<file path="src/rtl/core/rbv_pkg.sv">
// Shared types, constants and register codes of the resonant bell voice.
package rbv_pkg;

  localparam int unsigned FracBits  = 24;
  localparam int unsigned CoeffW    = 24;
  localparam int unsigned DecayW    = 25;
  localparam int unsigned VelocityW = 25;
  localparam int unsigned SampleW   = 16;
  localparam int unsigned AccW      = 32;
  localparam int unsigned CfgIdxW   = 2;
  localparam int unsigned CfgDataW  = 25;

  localparam logic [CoeffW-1:0] FreqReset    = 24'd5975000;
  localparam logic [CoeffW-1:0] DampingReset = 24'd1817531;
  localparam logic [DecayW-1:0] DecayReset   = 25'd16771783;

  localparam logic [CfgIdxW-1:0] CfgFreq    = 2'd0;
  localparam logic [CfgIdxW-1:0] CfgDamping = 2'd1;
  localparam logic [CfgIdxW-1:0] CfgDecay   = 2'd2;

  // Operand pair routed into the shared multiplier.
  typedef enum logic [2:0] {
    MUL_FREQ_BAND,
    MUL_DAMP_BAND,
    MUL_FREQ_HIGH,
    MUL_BAND_ENV,
    MUL_ENV_DECAY
  } mul_sel_e;

  typedef struct packed {
    logic     load_item;
    logic     mul_en;
    mul_sel_e mul_sel;
    logic     ld_low;
    logic     ld_high;
    logic     ld_band;
    logic     ld_shaped;
    logic     ld_env;
    logic     ld_out;
  } cmd_t;

endpackage

</file>
<file path="src/rtl/core/rbv_ctrl.sv">
// Sequencer that steps one sample through the shared multiplier datapath.
module rbv_ctrl (
  input  logic        clk_i,
  input  logic        rst_ni,
  input  logic        in_valid_i,
  output logic        in_ready_o,
  input  logic        out_ready_i,
  output logic        out_valid_o,
  output rbv_pkg::cmd_t cmd_o
);

  typedef enum logic [3:0] {
    S_IDLE,
    S_MUL1,
    S_MUL2,
    S_HIGH,
    S_MUL3,
    S_BAND,
    S_MUL4,
    S_MUL5,
    S_DONE
  } state_e;

  state_e state_q;
  logic   out_valid_q;
  logic   out_free;

  assign out_free    = !out_valid_q || out_ready_i;
  assign in_ready_o  = (state_q == S_IDLE);
  assign out_valid_o = out_valid_q;

  always_comb begin
    cmd_o           = '0;
    cmd_o.mul_sel   = rbv_pkg::MUL_FREQ_BAND;
    unique case (state_q)
      S_IDLE: cmd_o.load_item = in_valid_i;
      S_MUL1: begin
        cmd_o.mul_en  = 1'b1;
        cmd_o.mul_sel = rbv_pkg::MUL_FREQ_BAND;
      end
      S_MUL2: begin
        cmd_o.ld_low  = 1'b1;
        cmd_o.mul_en  = 1'b1;
        cmd_o.mul_sel = rbv_pkg::MUL_DAMP_BAND;
      end
      S_HIGH: cmd_o.ld_high = 1'b1;
      S_MUL3: begin
        cmd_o.mul_en  = 1'b1;
        cmd_o.mul_sel = rbv_pkg::MUL_FREQ_HIGH;
      end
      S_BAND: cmd_o.ld_band = 1'b1;
      S_MUL4: begin
        cmd_o.mul_en  = 1'b1;
        cmd_o.mul_sel = rbv_pkg::MUL_BAND_ENV;
      end
      S_MUL5: begin
        cmd_o.ld_shaped = 1'b1;
        cmd_o.mul_en    = 1'b1;
        cmd_o.mul_sel   = rbv_pkg::MUL_ENV_DECAY;
      end
      S_DONE: begin
        // The product stays in place until the output register frees up.
        cmd_o.ld_env = out_free;
        cmd_o.ld_out = out_free;
      end
      default: cmd_o = '0;
    endcase
  end

  always_ff @(posedge clk_i or negedge rst_ni) begin
    if (!rst_ni) begin
      state_q     <= S_IDLE;
      out_valid_q <= 1'b0;
    end else begin
      unique case (state_q)
        S_IDLE: if (in_valid_i) state_q <= S_MUL1;
        S_MUL1: state_q <= S_MUL2;
        S_MUL2: state_q <= S_HIGH;
        S_HIGH: state_q <= S_MUL3;
        S_MUL3: state_q <= S_BAND;
        S_BAND: state_q <= S_MUL4;
        S_MUL4: state_q <= S_MUL5;
        S_MUL5: state_q <= S_DONE;
        S_DONE: if (out_free) state_q <= S_IDLE;
        default: state_q <= S_IDLE;
      endcase
      if (cmd_o.ld_out) begin
        out_valid_q <= 1'b1;
      end else if (out_ready_i) begin
        out_valid_q <= 1'b0;
      end
    end
  end

  a_no_overwrite: assert property (@(posedge clk_i) disable iff (!rst_ni)
    cmd_o.ld_out |-> (!out_valid_q || out_ready_i))
    else $error("result written over one still waiting");

  a_one_state_write: assert property (@(posedge clk_i) disable iff (!rst_ni)
    $onehot0({cmd_o.ld_low, cmd_o.ld_high, cmd_o.ld_band, cmd_o.ld_env}))
    else $error("two filter state registers written in one step");

  a_accept_starts: assert property (@(posedge clk_i) disable iff (!rst_ni)
    (in_valid_i && in_ready_o) |=> (state_q == S_MUL1 && !in_ready_o))
    else $error("transfer did not start the sequence");

  a_out_after_step: assert property (@(posedge clk_i) disable iff (!rst_ni)
    cmd_o.ld_out |=> (out_valid_o && state_q == S_IDLE))
    else $error("result not presented after the last step");

endmodule

</file>
<file path="src/rtl/core/rbv_datapath.sv">
// Filter state, coefficient registers and the shared multiplier of the voice.
module rbv_datapath #(
  parameter int unsigned FRAC_BITS = rbv_pkg::FracBits
) (
  input  logic                                clk_i,
  input  logic                                rst_ni,
  input  logic                                cfg_we_i,
  input  logic [rbv_pkg::CfgIdxW-1:0]         cfg_index_i,
  input  logic [rbv_pkg::CfgDataW-1:0]        cfg_data_i,
  input  logic                                strike_i,
  input  logic [rbv_pkg::VelocityW-1:0]       velocity_i,
  input  rbv_pkg::cmd_t                       cmd_i,
  output logic signed [rbv_pkg::SampleW-1:0]  sample_o
);

  localparam int unsigned AccW  = rbv_pkg::AccW;
  localparam int unsigned EnvW  = FRAC_BITS + 1;
  localparam int unsigned UW    = (EnvW > rbv_pkg::DecayW) ? EnvW : rbv_pkg::DecayW;
  localparam int unsigned AW    = AccW + 1;
  localparam int unsigned BW    = UW + 1;
  localparam int unsigned PW    = AW + BW;
  localparam int unsigned OutSh = FRAC_BITS - 14;
  localparam logic [UW-1:0] OneU = UW'(1) << FRAC_BITS;

  logic [rbv_pkg::CoeffW-1:0] freq_q, damp_q;
  logic [rbv_pkg::DecayW-1:0] decay_q;

  logic [AccW-1:0]        low_acc_q, band_acc_q, high_q, imp_q;
  logic signed [AccW-1:0] shaped_q;
  logic [EnvW-1:0]        env_q;
  logic signed [PW-1:0]   prod_q;
  logic signed [rbv_pkg::SampleW-1:0] sample_q;

  logic signed [AW-1:0] mul_a;
  logic signed [BW-1:0] mul_b;
  logic [AccW-1:0]      fm;
  logic [UW-1:0]        vel_u, vel_c, decay_u, decay_c;
  logic [UW+1:0]        imp_wide;
  logic [AccW-1:0]      low_d, high_d, band_d;
  logic signed [AccW-1:0] scaled;
  logic signed [rbv_pkg::SampleW-1:0] sample_d;

  // Configuration registers.
  always_ff @(posedge clk_i or negedge rst_ni) begin
    if (!rst_ni) begin
      freq_q  <= rbv_pkg::FreqReset;
      damp_q  <= rbv_pkg::DampingReset;
      decay_q <= rbv_pkg::DecayReset;
    end else if (cfg_we_i) begin
      unique case (cfg_index_i)
        rbv_pkg::CfgFreq:    freq_q  <= cfg_data_i[rbv_pkg::CoeffW-1:0];
        rbv_pkg::CfgDamping: damp_q  <= cfg_data_i[rbv_pkg::CoeffW-1:0];
        rbv_pkg::CfgDecay:   decay_q <= cfg_data_i[rbv_pkg::DecayW-1:0];
        default: ;
      endcase
    end
  end

  // Strike strength is clamped to unity, then scaled by three halves.
  assign vel_u    = UW'(velocity_i);
  assign vel_c    = (vel_u > OneU) ? OneU : vel_u;
  assign imp_wide = ({2'b00, vel_c} + {1'b0, vel_c, 1'b0}) >> 1;
  assign decay_u  = UW'(decay_q);
  assign decay_c  = (decay_u > OneU) ? OneU : decay_u;

  always_comb begin
    mul_a = {band_acc_q[AccW-1], band_acc_q};
    mul_b = BW'(freq_q);
    unique case (cmd_i.mul_sel)
      rbv_pkg::MUL_FREQ_BAND: begin
        mul_a = {band_acc_q[AccW-1], band_acc_q};
        mul_b = BW'(freq_q);
      end
      rbv_pkg::MUL_DAMP_BAND: begin
        mul_a = {band_acc_q[AccW-1], band_acc_q};
        mul_b = BW'(damp_q);
      end
      rbv_pkg::MUL_FREQ_HIGH: begin
        mul_a = {high_q[AccW-1], high_q};
        mul_b = BW'(freq_q);
      end
      rbv_pkg::MUL_BAND_ENV: begin
        mul_a = {band_acc_q[AccW-1], band_acc_q};
        mul_b = BW'(env_q);
      end
      rbv_pkg::MUL_ENV_DECAY: begin
        mul_a = AW'(env_q);
        mul_b = {1'b0, decay_c};
      end
      default: ;
    endcase
  end

  // An arithmetic shift by the fraction width floors; the low word wraps.
  assign fm     = prod_q[FRAC_BITS +: AccW];
  assign low_d  = low_acc_q + fm;
  assign high_d = imp_q - low_acc_q - fm;
  assign band_d = band_acc_q + fm;

  assign scaled = shaped_q >>> OutSh;
  always_comb begin
    if (scaled > 32'sd32767) begin
      sample_d = 16'sh7fff;
    end else if (scaled < -32'sd32768) begin
      sample_d = 16'sh8000;
    end else begin
      sample_d = scaled[rbv_pkg::SampleW-1:0];
    end
  end

  always_ff @(posedge clk_i or negedge rst_ni) begin
    if (!rst_ni) begin
      low_acc_q  <= '0;
      band_acc_q <= '0;
      env_q      <= '0;
    end else begin
      if (cmd_i.load_item && strike_i) env_q <= OneU[EnvW-1:0];
      if (cmd_i.ld_env)                env_q <= fm[EnvW-1:0];
      if (cmd_i.ld_low)                low_acc_q <= low_d;
      if (cmd_i.ld_band)               band_acc_q <= band_d;
    end
  end

  always_ff @(posedge clk_i) begin
    if (cmd_i.load_item) imp_q <= strike_i ? AccW'(imp_wide) : '0;
    if (cmd_i.mul_en)    prod_q <= mul_a * mul_b;
    if (cmd_i.ld_high)   high_q <= high_d;
    if (cmd_i.ld_shaped) shaped_q <= signed'(fm);
    if (cmd_i.ld_out)    sample_q <= sample_d;
  end

  assign sample_o = sample_q;

endmodule

</file>
<file path="src/rtl/core/resonant_bell_voice_top.sv">
// Struck resonator voice: a state-variable filter excited by strikes.
//
// Input channel (in_valid_i / in_ready_o) carries one sample tick per
// transfer, with strike_i and velocity_i. A strike restarts the envelope and
// injects an impulse of three halves of the clamped velocity. Output channel
// (out_valid_o / out_ready_i) returns one saturated 16-bit sample per tick.
// An item passes the accepting state and eight sequencer steps, set by the
// one shared multiplier that forms the five chained products in turn, each
// registered before use. The result becomes valid as the sequencer returns
// to idle, so the next input can be taken in that same cycle.
// A new input is accepted while the previous result still waits; if the
// receiver stalls, the sequence holds in its last step until the output
// register is free. Reset clears the filter state and envelope and loads the
// default coefficients. Coefficients are written through cfg_we_i,
// cfg_index_i and cfg_data_i; the user must do so only while no tick is in
// progress (not enforced by the block); indexes beyond the list are ignored.
module resonant_bell_voice_top #(
  parameter int unsigned FRAC_BITS = rbv_pkg::FracBits
) (
  input  logic                               clk_i,
  input  logic                               rst_ni,
  input  logic                               cfg_we_i,
  input  logic [rbv_pkg::CfgIdxW-1:0]        cfg_index_i,
  input  logic [rbv_pkg::CfgDataW-1:0]       cfg_data_i,
  input  logic                               in_valid_i,
  output logic                               in_ready_o,
  input  logic                               strike_i,
  input  logic [rbv_pkg::VelocityW-1:0]      velocity_i,
  output logic                               out_valid_o,
  input  logic                               out_ready_i,
  output logic signed [rbv_pkg::SampleW-1:0] sample_o
);

  rbv_pkg::cmd_t cmd;

  rbv_ctrl u_ctrl (
    .clk_i       (clk_i),
    .rst_ni      (rst_ni),
    .in_valid_i  (in_valid_i),
    .in_ready_o  (in_ready_o),
    .out_ready_i (out_ready_i),
    .out_valid_o (out_valid_o),
    .cmd_o       (cmd)
  );

  rbv_datapath #(
    .FRAC_BITS (FRAC_BITS)
  ) u_datapath (
    .clk_i       (clk_i),
    .rst_ni      (rst_ni),
    .cfg_we_i    (cfg_we_i),
    .cfg_index_i (cfg_index_i),
    .cfg_data_i  (cfg_data_i),
    .strike_i    (strike_i),
    .velocity_i  (velocity_i),
    .cmd_i       (cmd),
    .sample_o    (sample_o)
  );

endmodule
</file>
<file path="config.mk">
export PLATFORM = sky130hd
export DESIGN_NAME = resonant_bell_voice_top
export DESIGN_NICKNAME = d
export VERILOG_FILES = /design/src/rtl/core/rbv_pkg.sv /design/src/rtl/core/rbv_ctrl.sv /design/src/rtl/core/rbv_datapath.sv /design/src/rtl/core/resonant_bell_voice_top.sv
export SDC_FILE = /design/constraint.sdc
export NUM_CORES = 2
export LEC_CHECK = 0
export BUFFER_PORTS_ARGS = -buffer_cell sky130_fd_sc_hd__buf_2
export CAP_MARGIN = 25
export CELL_PAD_IN_SITES_DETAIL_PLACEMENT = 1
export CELL_PAD_IN_SITES_GLOBAL_PLACEMENT = 2
export CORE_MARGIN = 5
export CORE_UTILIZATION = 46
export DETAILED_ROUTE_END_ITERATION = 10
export PLACE_DENSITY_LB_ADDON = 0.1
export SYNTH_ARGS = -nofsm -noshare
export SYNTH_HDL_FRONTEND = slang
export SYNTH_SLANG_ARGS = --single-unit
</file>
<file path="constraint.sdc">
create_clock -name clk_i -period 23.2 [get_ports clk_i]
set_input_delay 1.16 -clock clk_i [delete_from_list [all_inputs] [get_ports clk_i]]
set_output_delay 1.16 -clock clk_i [all_outputs]
set_load 0.1 [all_outputs]
</file>
Word level (Yosys, flattened, before mapping)
Index checks and enable logic that the tools add are counted.
- add/sub/neg operators: 5
- multipliers: 1
- magnitude comparators: 4
- equality and inequality tests: 16
- multiplexer cells: 19
- reduce and logical (&&, ||, !) cells: 11
- operators by type and width (kind ; number):
    25-bit 2-to-1 mux ; 4
    25-bit case mux with 3 select lines ; 1
    33-bit case mux with 2 select lines ; 1
    32-bit adder ; 2
    32-bit subtractor ; 2
    33-bit by 26-bit multiplier with 56-bit output ; 1
    25-bit > comparator, second input constant ; 2
    4-bit case mux with 9 select lines ; 1
    25-bit by 26-bit adder with 27-bit output ; 1
    22-bit by 16-bit > comparator with 1-bit output, second input constant ; 1
    22-bit by 16-bit < comparator with 1-bit output, second input constant ; 1
    4-bit case mux with 5 select lines ; 1
    4-bit by 3-bit == test with 1-bit output, second input constant ; 4
    16-bit 2-to-1 mux ; 1
    4-bit by 2-bit == test with 1-bit output, second input constant ; 2
    4-bit 2-to-1 mux ; 2
    2-bit AND reduction ; 4
    1-bit 2-to-1 mux ; 7
    3-bit by 2-bit == test with 1-bit output, second input constant ; 2
    4-bit by 1-bit == test with 1-bit output, second input constant ; 1
    4-bit == test, second input constant ; 1
    4-bit zero test ; 1
    2-bit nonzero test ; 2
    3-bit by 1-bit == test with 1-bit output, second input constant ; 1
    other kinds (10) ; 10
- bits in registers: 335
- logic and storage cells: 70

Longest topological paths before layout
- depth in word-level cells: 5
- depth in mapped cells: 36

Hierarchy
From an unflattened synthesis, not the netlist that was laid out.
- cell total of the unflattened synthesis: 4839
- area total of the unflattened synthesis: 45610.0 µm²
- by module, submodules not included (module ; times used ; cells each ; area each (µm²) ; sequential area each (µm²)):
    rbv_datapath ; 1 ; 4803 ; 45285.9 ; 7956.4
    rbv_ctrl ; 1 ; 36 ; 324.1 ; 125.1

Least setup slack after synthesis
Ideal clock, no wire load.
- path kind: reg2reg
- from: register u_ctrl.state_q[3]
- to: register u_datapath.prod_q[53], data pin
- setup time: 0.258 ns
- data arrival time: 9.243 ns
- data required time: 22.942 ns
- setup slack: 13.699 ns
- stages on the path, launching flop included: 32
- path buffers: 5
- period minus slack after synthesis: 9.501 ns
- path through: dfrtp_1 nand2b_1 clkbuf_1 nor2_1 and2_1 clkbuf_1 clkbuf_1 a221o_1 clkbuf_1 clkbuf_1 nand2_1 fa_1 fa_1 fa_1 fa_1 inv_1 fa_1 fa_1 inv_1 fa_1 inv_1 ha_1 a211oi_1 o21ai_0 o21ai_0 a211oi_1 a221oi_4 o21ai_4 a311oi_4 nor3_1 or2_1 xnor2_1
- longest elaborated chain between the ends: 5
- elaborated cells on any way between the ends: 13
- classes of those cells: 1 x mul; 9 x eq/ne; 3 x mux
- ends and longest elaborated chain (item ; line ; RTL):
    start, declared ; rbv_ctrl.sv:24 ; state_e state_q;
    start signal, assigned ; rbv_ctrl.sv:72 ; state_q <= S_IDLE;
    start signal, assigned ; rbv_ctrl.sv:76 ; S_IDLE: if (in_valid_i) state_q <= S_MUL1;
    start signal, assigned ; rbv_ctrl.sv:77 ; S_MUL1: state_q <= S_MUL2;
    4-bit by 3-bit == test with 1-bit output, or another cell as far along ; rbv_ctrl.sv:35 ; unique case (state_q)
    4-bit case mux with 5 select lines (*) ; rbv_ctrl.sv:35 ;
    3-bit == test, or another cell as far along ; rbv_datapath.sv:69 ; unique case (cmd_i.mul_sel)
    25-bit case mux with 3 select lines or 33-bit case mux with 2 select lines (tied branches) ; rbv_datapath.sv:69 ;
    33-bit by 26-bit multiplier with 56-bit output (*) ; rbv_datapath.sv:126 ; if (cmd_i.mul_en) prod_q <= mul_a * mul_b;
    end signal, assigned ; rbv_datapath.sv:126 ;
    end, declared ; rbv_datapath.sv:31 ; logic signed [PW-1:0] prod_q;
Every way passes the cells marked *; elsewhere a longest branch is shown, timed or not.
A chain may end at the register's enable or synchronous reset.

Worst setup path after layout
- from: register u_ctrl.state_q[0]
- to: register u_datapath.prod_q[53], data pin
Same word-level chain as after synthesis.

==> flow_metrics.env <==
export IMPL_synth_cell_types=87
export IMPL_synthArstFlopShare_pct=56.61
export IMPL_end_kind="flop"
export IMPL_ys_top_cells_by_count="inv_1, fa_1, nor2_1"
export IMPL_cp_start_kind="flop"
export IMPL_syn_to_final_growth_pct=8.007
export IMPL_reg2reg_slack_ns=12.43
export IMPL_hold_start="u_datapath.low_acc_q[7]"
export IMPL_synth_top_flop_cell="edfxtp_1"
export IMPL_dpl_cell_count=6113
export IMPL_critical_path_class="reg -> reg"
export IMPL_worst_pin_slew_ns=1.126
export IMPL_synth_area_leader_cell="fa_1"
export IMPL_min_period_over_period_pct=46.44
export IMPL_synthCells=4858
export IMPL_gp_congestion=0.8931
export IMPL_initial_core_util_pct=46.36
export IMPL_wl_per_cell_um=24.44
export IMPL_period_minus_slack_ns=10.77
export IMPL_cts_buffers=36
export IMPL_ys_seq_elements=295
export IMPL_slew_headroom_pct=24.91
export IMPL_yosysTopAreaCellShare_pct=36.54
export IMPL_yosys_warnings=0
export IMPL_cts_buffer_depth=3
export IMPL_reg2reg_from="u_ctrl.state_q[0]"
export IMPL_rows=115
export IMPL_num_vias=34510
export IMPL_die_h_um=325.2
export IMPL_fin_ws_ns=12.43
export IMPL_grt_overflow=0
export IMPL_status="finished clean"
export IMPL_timing_critical_path_mode_cell="fa_1"
export IMPL_antenna_found_initial=2
export IMPL_grt_pass1_vias=37990
export IMPL_syn_nets=6053
export IMPL_skew_ns=0.03460
export IMPL_rr_worst_depth=28
export IMPL_wl_mm=151.2
export IMPL_clock_latency_ns=0.55
export IMPL_fin_nets=6065
export IMPL_dp_hpwl_mm=120.4
export IMPL_cts_sinks=295
export IMPL_grt_start_max_net_pins=94
export IMPL_hold_depth=2
export IMPL_layout_drive_gt1_share_pct=8.822
export IMPL_slew_viol_final=0
export IMPL_coreArea_mm2=0.09856
export IMPL_synth_most_common_cell="inv_1"
export IMPL_dp_slack_ns=12.53
export IMPL_fmax_mhz=92.82
export IMPL_hold_end="u_datapath.low_acc_q[7]"
export IMPL_place_area_mm2=0.04809
export IMPL_dr_pass1_iters=7
export IMPL_die_area_mm2=0.1057
export IMPL_cp_data_arrival_time_ns=11.08
export IMPL_rsz0062_at_grt="false"
export IMPL_fin_area_mm2=0.04935
export IMPL_ys_seq_area_share_pct=17.69
export IMPL_syn_area_per_cell_um2=9.406
export IMPL_holdBufCountCts=0
export IMPL_die_w_um=325.2
export IMPL_yosys_top_cells_area="fa_1, edfxtp_1, ha_1"
export IMPL_synth_edf_count=128
export IMPL_cp_max_fo=43
export IMPL_r2r_end="u_datapath.prod_q[53]"
export IMPL_post_cts_setup_buffer_count=0
export IMPL_hp_class="reg -> reg"
export IMPL_cts_root_buf="clkbuf_16"
export IMPL_cts_tree="built"
export IMPL_ctsResizeCount=0
export IMPL_grtUsageTotal_pct=28.78
export IMPL_ant_nets=0
export IMPL_fin_tns_setup_ns=0
export IMPL_ios=76
export IMPL_cp_slowest_cell="a221o_1"
export IMPL_setup_viol=0
export IMPL_timing_final_hold_violations=0
export IMPL_viasPerCell=5.579
export IMPL_worstPathRequired_ns=23.51
export IMPL_netlist_area_mm2=0.04569
export IMPL_dr_first_iter_drc_count=2124
export IMPL_grt_first_pass_wirelength_mm=232.8
export IMPL_finalNonFillerCells=6186
export IMPL_path_clk_slew_ns=0.06
export IMPL_htreeDepth=2
export IMPL_slowest_delay_ns=0.97
export IMPL_io_buffers=75
export IMPL_drv_cap=0
export IMPL_n_fill_cell=11220
export IMPL_route_detailed_drc=0
-- flip-flops by register name (all words and copies together) (netlist names) --
register / count
u_datapath.low_acc_q: 32
u_datapath.band_acc_q: 32
u_datapath.freq_q: 24
u_datapath.decay_q: 25
u_datapath.env_q: 25
u_datapath.prod_q: 32
u_datapath.imp_q: 26
u_datapath.shaped_q: 22
u_ctrl.state_q: 4
u_ctrl.out_valid_o: 1
u_datapath.sample_o: 16
u_datapath.high_q: 32
u_datapath.damp_q: 24
-- per-layer routing --
layer | track usage, % | share of wire [%] | up-vias
met3 | 3.047 | 4.3 | 212
met4 | 7.977 | 3.4 | 0
li1 | - | - | 15200
met5 | 0 | 0 | -
met2 | 49.27 | 49 | 777
met1 | 39.21 | 44 | 18330
-- cell usage in the layout, fill, tap and decap left out, types with 36 or more instances in the layout --
master     Yosys  routed
a21o_1        98      98
a21oi_1      158     146
a22o_1        41      41
and2_1        41      40
buf_2          4      74
buf_4          1      90
clkbuf_16      0      36
dfrtp_1      120     118
dfstp_2       47      47
edfxtp_1     128     128
fa_1         834     834
ha_1         303     303
inv_1       1004    1004
mux2_2        75      75
nand2_1      426     426
nand2b_1      48      48
nor2_1       578     575
nor3_1        40      38
o21a_1        50      50
o21ai_0      126     126
o22ai_1       38      38
xnor2_1      100     100
xor2_1        56      56
-- critical path, delay by kind of cell (launching register included) --
family / cells / cell delay, ns
AND/OR/NAND/NOR: 6 / 1.22
XOR/XNOR: 1 / 0.13
AO/OA/AOI/OAI: 8 / 3.37
flip-flops: 1 / 0.83
buffers and inverters: 5 / 1.01
adder cells (fa/ha/maj): 8 / 3.86
-- logic make-up (layout without fill, tap and decap cells) --
group	count (synthesis)	count (layout)	share of synthesized area (%)
fa+ha+maj	1137	1137	44.84
simple gates	1281	1281	11.94
compound gates	710	710	10.73
xor+xnor	156	156	2.990
buf+inv	1202	1241	9.915
other cells	0	2	0
mux	77	77	1.892
flops	295	295	17.69
-- worst max path at each step --
stage / from / endpoint / slack [ns] / depth (start not counted)
floorplan: u_ctrl.state_q[3] / u_datapath.prod_q[53] / 13.70 / 31
global placement: u_ctrl.state_q[0] / u_datapath.prod_q[53] / 12.74 / 28
detailed placement: u_ctrl.state_q[0] / u_datapath.prod_q[53] / 12.53 / 28
CTS: u_ctrl.state_q[0] / u_datapath.prod_q[53] / 12.51 / 28
global route: u_ctrl.state_q[0] / u_datapath.prod_q[53] / 11.99 / 27
finish: u_ctrl.state_q[0] / u_datapath.prod_q[53] / 12.43 / 28
-- metrics by stage --
stage          hold WS [ns]  utilization [%]
2_1_floorplan        0.4655                -
3_3_place_gp         0.4804            48.70
3_5_place_dp         0.4945            48.79
4_1_cts              0.5122            49.96
5_1_grt              0.5216            50.07
6_report             0.5114            50.07
-- final cells by class --
type | instances | area (um^2) | area share, %
antenna | 2 | 5.005 | 0.01014
tap | 1287 | 1610 | 3.263
sequential | 295 | 8084 | 16.38
inverter | 1004 | 3769 | 7.636
multi-input combinational | 3361 | 33500 | 67.88
clock buffer | 53 | 984.7 | 1.995
clock inverter | 12 | 172.7 | 0.3499
timing repair buffer | 172 | 1226 | 2.485
Power is not shown: default switching activity piles up to over one toggle a cycle in this logic, so the estimate is an artifact.
